--- config.mk ---
export PLATFORM = sky130hd
export DESIGN_NAME = pst_ctrl
export DESIGN_NICKNAME = d
export VERILOG_FILES = /design/src/rtl/pst_pkg.sv /design/src/rtl/pst_ctrl.sv
export SDC_FILE = /design/constraint.sdc
export NUM_CORES = 1
export LEC_CHECK = 0
export BUFFER_PORTS_ARGS = -buffer_cell sky130_fd_sc_hd__buf_2
export CORE_AREA = 2 2 39 41
export CTS_CLUSTER_DIAMETER = 80
export DETAILED_ROUTE_END_ITERATION = 12
export DIE_AREA = 0 0 41 43
export PLACE_DENSITY_LB_ADDON = 0.25
export SETUP_SLACK_MARGIN = 0.05
export SLEW_MARGIN = 0
export SYNTH_ARGS = -nofsm -noshare
export SYNTH_HDL_FRONTEND = slang
export SYNTH_SLANG_ARGS = --single-unit
--- constraint.sdc ---
create_clock -name clock -period 3.2 [get_ports clock]
set_input_delay 0 -clock clock [delete_from_list [all_inputs] [get_ports clock]]
set_output_delay 0 -clock clock [all_outputs]
set_load 0.02 [all_outputs]
--- src/rtl/pst_pkg.sv ---
// Package for the prefix sum tree: sizes, item kinds, register indexes and the
// command/status structs between the controller and the datapath.
// No dependencies.
`default_nettype none

package pst_pkg;

   localparam int MAX_POSITIONS = 1024;
   localparam int ADDR_W        = $clog2(MAX_POSITIONS);
   localparam int INDEX_W       = 11;
   localparam int POS_W         = INDEX_W + 1;
   localparam int DATA_W        = 32;
   localparam int KIND_W        = 2;
   localparam int SIZE_W        = 11;
   localparam int CSR_ADDR_W    = 3;
   localparam int CSR_DATA_W    = 32;
   localparam int CSR_IDX_W     = CSR_ADDR_W - 2;

   localparam logic [SIZE_W-1:0]    SIZE_RESET = SIZE_W'(1024);
   localparam logic [INDEX_W-1:0]   MAX_BOUND  = INDEX_W'(MAX_POSITIONS);
   localparam logic [CSR_IDX_W-1:0] CSR_IDX_SIZE_IN_USE = CSR_IDX_W'(0);

   typedef enum logic [KIND_W-1:0] {
      KIND_POINT_ADD  = 2'd0,
      KIND_RANGE_ADD  = 2'd1,
      KIND_PREFIX_SUM = 2'd2,
      KIND_RANGE_SUM  = 2'd3
   } pst_kind_type;

   typedef struct packed {
      logic load_a;      // accept a word, start the first walk
      logic load_b;      // start the second walk
      logic clear_step;  // zero one memory entry
      logic load_rsp;    // capture the accumulated sum into the output register
   } pst_cmd_type;

   typedef struct packed {
      logic walk_done;
      logic clear_last;
      logic second_walk;
      logic has_result;
   } pst_sts_type;

endpackage

`default_nettype wire

--- src/rtl/pst_ctrl.sv ---
// Controller of the prefix sum tree: clearing pass, walk sequencing and the
// output valid flag. Depends on pst_pkg.
`default_nettype none

module pst_ctrl (
   input  wire logic                 clock,
   input  wire logic                 reset,
   input  wire logic                 req_valid,
   output logic                      req_ready,
   output logic                      rsp_valid,
   input  wire logic                 rsp_ready,
   input  wire pst_pkg::pst_sts_type sts,
   output pst_pkg::pst_cmd_type      cmd
);
   import pst_pkg::*;

   typedef enum logic [3:0] {
      ST_CLEAR  = 4'b0001,
      ST_IDLE   = 4'b0010,
      ST_WALK_A = 4'b0100,
      ST_WALK_B = 4'b1000
   } pst_state_type;

   pst_state_type state_ff;
   pst_state_type state_in;
   logic          rsp_valid_ff;
   logic          rsp_valid_in;
   logic          out_free;

   assign out_free = !rsp_valid_ff || rsp_ready;

   always_comb begin
      state_in = state_ff;
      cmd      = '0;
      unique case (state_ff)
         ST_CLEAR: begin
            cmd.clear_step = 1'b1;
            if (sts.clear_last) begin
               state_in = ST_IDLE;
            end
         end
         ST_IDLE: begin
            if (req_valid) begin
               cmd.load_a = 1'b1;
               state_in   = ST_WALK_A;
            end
         end
         ST_WALK_A: begin
            if (sts.walk_done) begin
               priority if (sts.second_walk) begin
                  cmd.load_b = 1'b1;
                  state_in   = ST_WALK_B;
               end else if (!sts.has_result) begin
                  state_in = ST_IDLE;
               end else if (out_free) begin
                  cmd.load_rsp = 1'b1;
                  state_in     = ST_IDLE;
               end
            end
         end
         ST_WALK_B: begin
            if (sts.walk_done) begin
               priority if (!sts.has_result) begin
                  state_in = ST_IDLE;
               end else if (out_free) begin
                  cmd.load_rsp = 1'b1;
                  state_in     = ST_IDLE;
               end
            end
         end
         default: begin
            state_in = ST_CLEAR;
         end
      endcase
   end

   // hold the result until taken
   assign rsp_valid_in = cmd.load_rsp || (rsp_valid_ff && !rsp_ready);

   always_ff @(posedge clock) begin
      if (reset) begin
         state_ff     <= ST_CLEAR;
         rsp_valid_ff <= 1'b0;
      end else begin
         state_ff     <= state_in;
         rsp_valid_ff <= rsp_valid_in;
      end
   end

   assign req_ready = (state_ff == ST_IDLE);
   assign rsp_valid = rsp_valid_ff;

   a_no_overwrite: assert property (@(posedge clock) disable iff (reset)
      cmd.load_rsp |-> (!rsp_valid_ff || rsp_ready))
      else $error("pending result overwritten");

   a_second_after_first: assert property (@(posedge clock) disable iff (reset)
      cmd.load_b |-> (state_ff == ST_WALK_A) && sts.walk_done)
      else $error("second walk started before the first finished");

   a_quiet_in_clear: assert property (@(posedge clock) disable iff (reset)
      (state_ff == ST_CLEAR) |-> !rsp_valid_ff)
      else $error("result offered during the clearing pass");

endmodule

`default_nettype wire

==> results.txt <==
* Hold buffer count at cts: 0
- Wire length of the first global-routing pass: 1680 um
- For this design the top-level I/O count stands at 14.
- The critical path in this run is classified as flop to primary output.
- Setup tns final: 0 ns
- Multi-input logic area: 275 um^2
- Number of antenna repair diodes: 0
* Final max-slew violation count: 0
- CTS tree: yes
* Residual antenna-violating net count after detailed routing: 0
* Post-Synth Simple-Gate Area: 38.7%
- Setup-failing EPs final: 0
- Drt drc: 0
- Vias: 446
* Dpl ws: 1.83 ns
- Slew headroom: 73.7%
* Share of synthesized area spent on multiplexers: 0%
- The number of clock buffers added by TritonCTS is 3.
- Count of unique library cells instantiated by Yosys: 29
- Counting flops with a built-in enable in the synthesized netlist gives 0.
- CTS resizes: 0
- H-Tree Level Count: 1
- Max Cap Viol: 0
- The count of cells in the finished layout, fillers not included, comes to 83.
- All-layer global routing usage: 14.6%
- Counting every instance in the synthesized netlist gives 53.
- Along the worst path, the maximum fanout reaches 8.
* DRC violation total after the first TritonRoute iteration: 10
* Critical path capture point type: primary output
- The clock passes through at most 2 buffers.
- STA puts the critical path data required time at 3.20 ns.
- In this run the cell area of the synthesized design comes to 410 um^2.
- Timing would allow up to 653 MHz.
* Share of synthesized registers carrying an async set or reset: 0%
* Largest family of logic cells by synthesized area: simple AND/OR/NAND/NOR gates
- Measured along the y axis, the die boundary spans 43 um.
* Power per cell area: 610 nW/um^2
* Vias in the first global route: 390
* RSZ-0062 raised after global routing: false
- Sequential cell area fraction in the yosys report: 24.4%
- Post-layout worst setup margin: 1.67 ns
- At the end of the flow, the number of nets in the layout was 76.
* Post-detailed-route wirelength per cell: 13.1 um
- In this run the static leakage power is 0.189 nW.
- The routed design has 1090 um of wire.
- Result of the run: complete, no violations
- For this run, the detailed router's first-pass iteration total came to 4.
- The clock drives 5 sinks.
* Actual transition at the worst max-transition pin: 0.393 ns
- Detailed placement ended at an HPWL of 771 um.
* Die width: 41 um
- Of the cells placed in the final design, the portion with a size suffix greater than 1 is 31.3%.
- Data arrives at the worst endpoint at 1.53 ns.
* Core ar.: 1380 um^2
* Fraction of the cycle the final worst path needs: 47.9%
- Filler cells: 163
* Smallest hold slack: 0.0173 ns
- Maximum number of pins on one net before global-route repair: 12
* Routability congestion estimate: 0.777
* Total design power: 0.000304 W
- Port Buffers: 13
* Parity-gate share of the synthesized area counting xor and xnor cells: 0%
* Syn_nets: 61
* Initial core utilization: 29.7%
- Number of hold violations in the final report: 0
* Number of rows created at floorplan: 14
- IR analysis of the VDD net gives a maximum drop of 0.181 mV.
* Fraction of the mapped netlist area in adder cells: 0%
- The clock arrives with 0.00178 ns of skew.
- The number of antenna violations at the first check in global routing is 0.
- Relative area change from synthesis to final layout: 21.3%
- Final min period: 1.53 ns
- Tightest Hold Check Type: input port to flop
* Total global routing overflow: 0
- Clock transition at path regs: 0.05 ns
- DP Cell Count: 79
* Clock latency of the later-clocked register in the worst-skew pair: 0.24 ns
- Mean number of vias per cell: 5.37
* Setup bufs post-CTS: 0
- Count of synthesis-stage warnings from yosys: 0
- A synthesized cell averages 7.74 um^2.
- STA classifies the critical path startpoint as a flop.
* Post-synthesis register bit count: 5
* Predominant post-synthesis flop cell: sky130_fd_sc_hd__dfxtp_1
- Area of the die: 1760 um^2
* Footprint of the flip-flops and latches: 100 um^2
- The cell sitting at the root of the clock tree is a sky130_fd_sc_hd__clkbuf_4.
* Fraction of the mapped netlist area in compound gates: 28.4%
sequential cells by signal, summed over array words and instances (netlist names):
name / cells
rsp_valid: 1
state_ff: 4
synthesized netlist by cell type, types with 2 or more instances:
master	number	area, um^2
sky130_fd_sc_hd__nor2_1	4	15.0
sky130_fd_sc_hd__nand2_1	3	11.3
sky130_fd_sc_hd__nor2b_1	2	12.5
sky130_fd_sc_hd__dfxtp_1	5	100
sky130_fd_sc_hd__nor3b_1	2	15.0
sky130_fd_sc_hd__o21ai_1	3	15.0
sky130_fd_sc_hd__inv_1	2	7.51
sky130_fd_sc_hd__o211ai_1	2	15.0
sky130_fd_sc_hd__nand2b_1	4	25.0
sky130_fd_sc_hd__a21oi_1	5	25.0
sky130_fd_sc_hd__nor3_1	3	15.0
layout by cell type (no fill, tap or decap), drive strengths merged:
master / count
o22ai: 1
a311oi: 1
or3b: 1
nand4: 1
nand3: 1
a21o: 1
o211ai: 2
o21a: 1
buf: 13
a21oi: 5
o2111ai: 1
and2: 1
nor3: 3
nand3b: 1
nor4: 2
a21bo: 1
nand2: 3
o21ai: 3
nor2b: 2
nor2: 4
clkbuf: 4
nor3b: 3
dfxtp: 5
inv: 3
nand2b: 4
per-stage QoR:
stage,util (%),cell area [um^2]
after floorplan,-,410
after global placement,34.1,472
after detailed placement,34.1,472
after CTS,36.0,498
after global routing,36.0,498
final,36.0,498
path summary, 6_finish.rpt:
path,to,startpoint,slack [ns],depth (start not counted)
min,rsp_valid$_SDFF_PP0_,reset,0.02,2
min reg2reg,rsp_valid$_SDFF_PP0_,rsp_valid$_SDFF_PP0_,0.50,2
max reg2reg,state_ff[2]$_SDFFE_PP0P_,state_ff[2]$_SDFFE_PP0P_,1.81,4
max,cmd[3],state_ff[1]$_SDFFE_PP0P_,1.67,4
area by class of cell:
class                      count  area share, %
clock buffer                   4           5.28
inverter                       3           2.26
timing repair buffer          13           13.1
multi-input combinational     42           55.3
tap                           16           4.02
sequential                     5           20.1
cell families (layout without fill, tap and decap cells):
| group | Yosys count | after routing |
|---|---|---|
| buf+inv | 6 | 20 |
| compound gates | 16 | 16 |
| simple gates | 26 | 26 |
| flops | 5 | 5 |
critical path: stages (launching register included):
cell	delay (ns)
sky130_fd_sc_hd__dfxtp_1	0.48
sky130_fd_sc_hd__inv_2	0.12
sky130_fd_sc_hd__nor4_2	0.37
sky130_fd_sc_hd__and2_1	0.17
sky130_fd_sc_hd__buf_2	0.15
layer usage:
layer  global-route usage (%)  vias to the layer above  part of all wire [%]
met5                        0                        -                     0
met4                     12.0                        0                  0.92
met3                     3.14                        2                   9.7
met2                     19.7                       24                    45
met1                     18.7                      196                    44
li1                         -                      224                     -
report_power, final:
| group | internal (W) | switching [W] | total (W) |
|---|---|---|---|
| Clock | 0.0000473 | 0.0000283 | 0.0000756 |
| Sequential | 0.0000742 | 0.0000289 | 0.000103 |
| Combinational | 0.0000525 | 0.0000724 | 0.000125 |
| Total | 0.000174 | 0.000130 | 0.000304 |
Note: power is estimated with default switching activity, not from simulation.
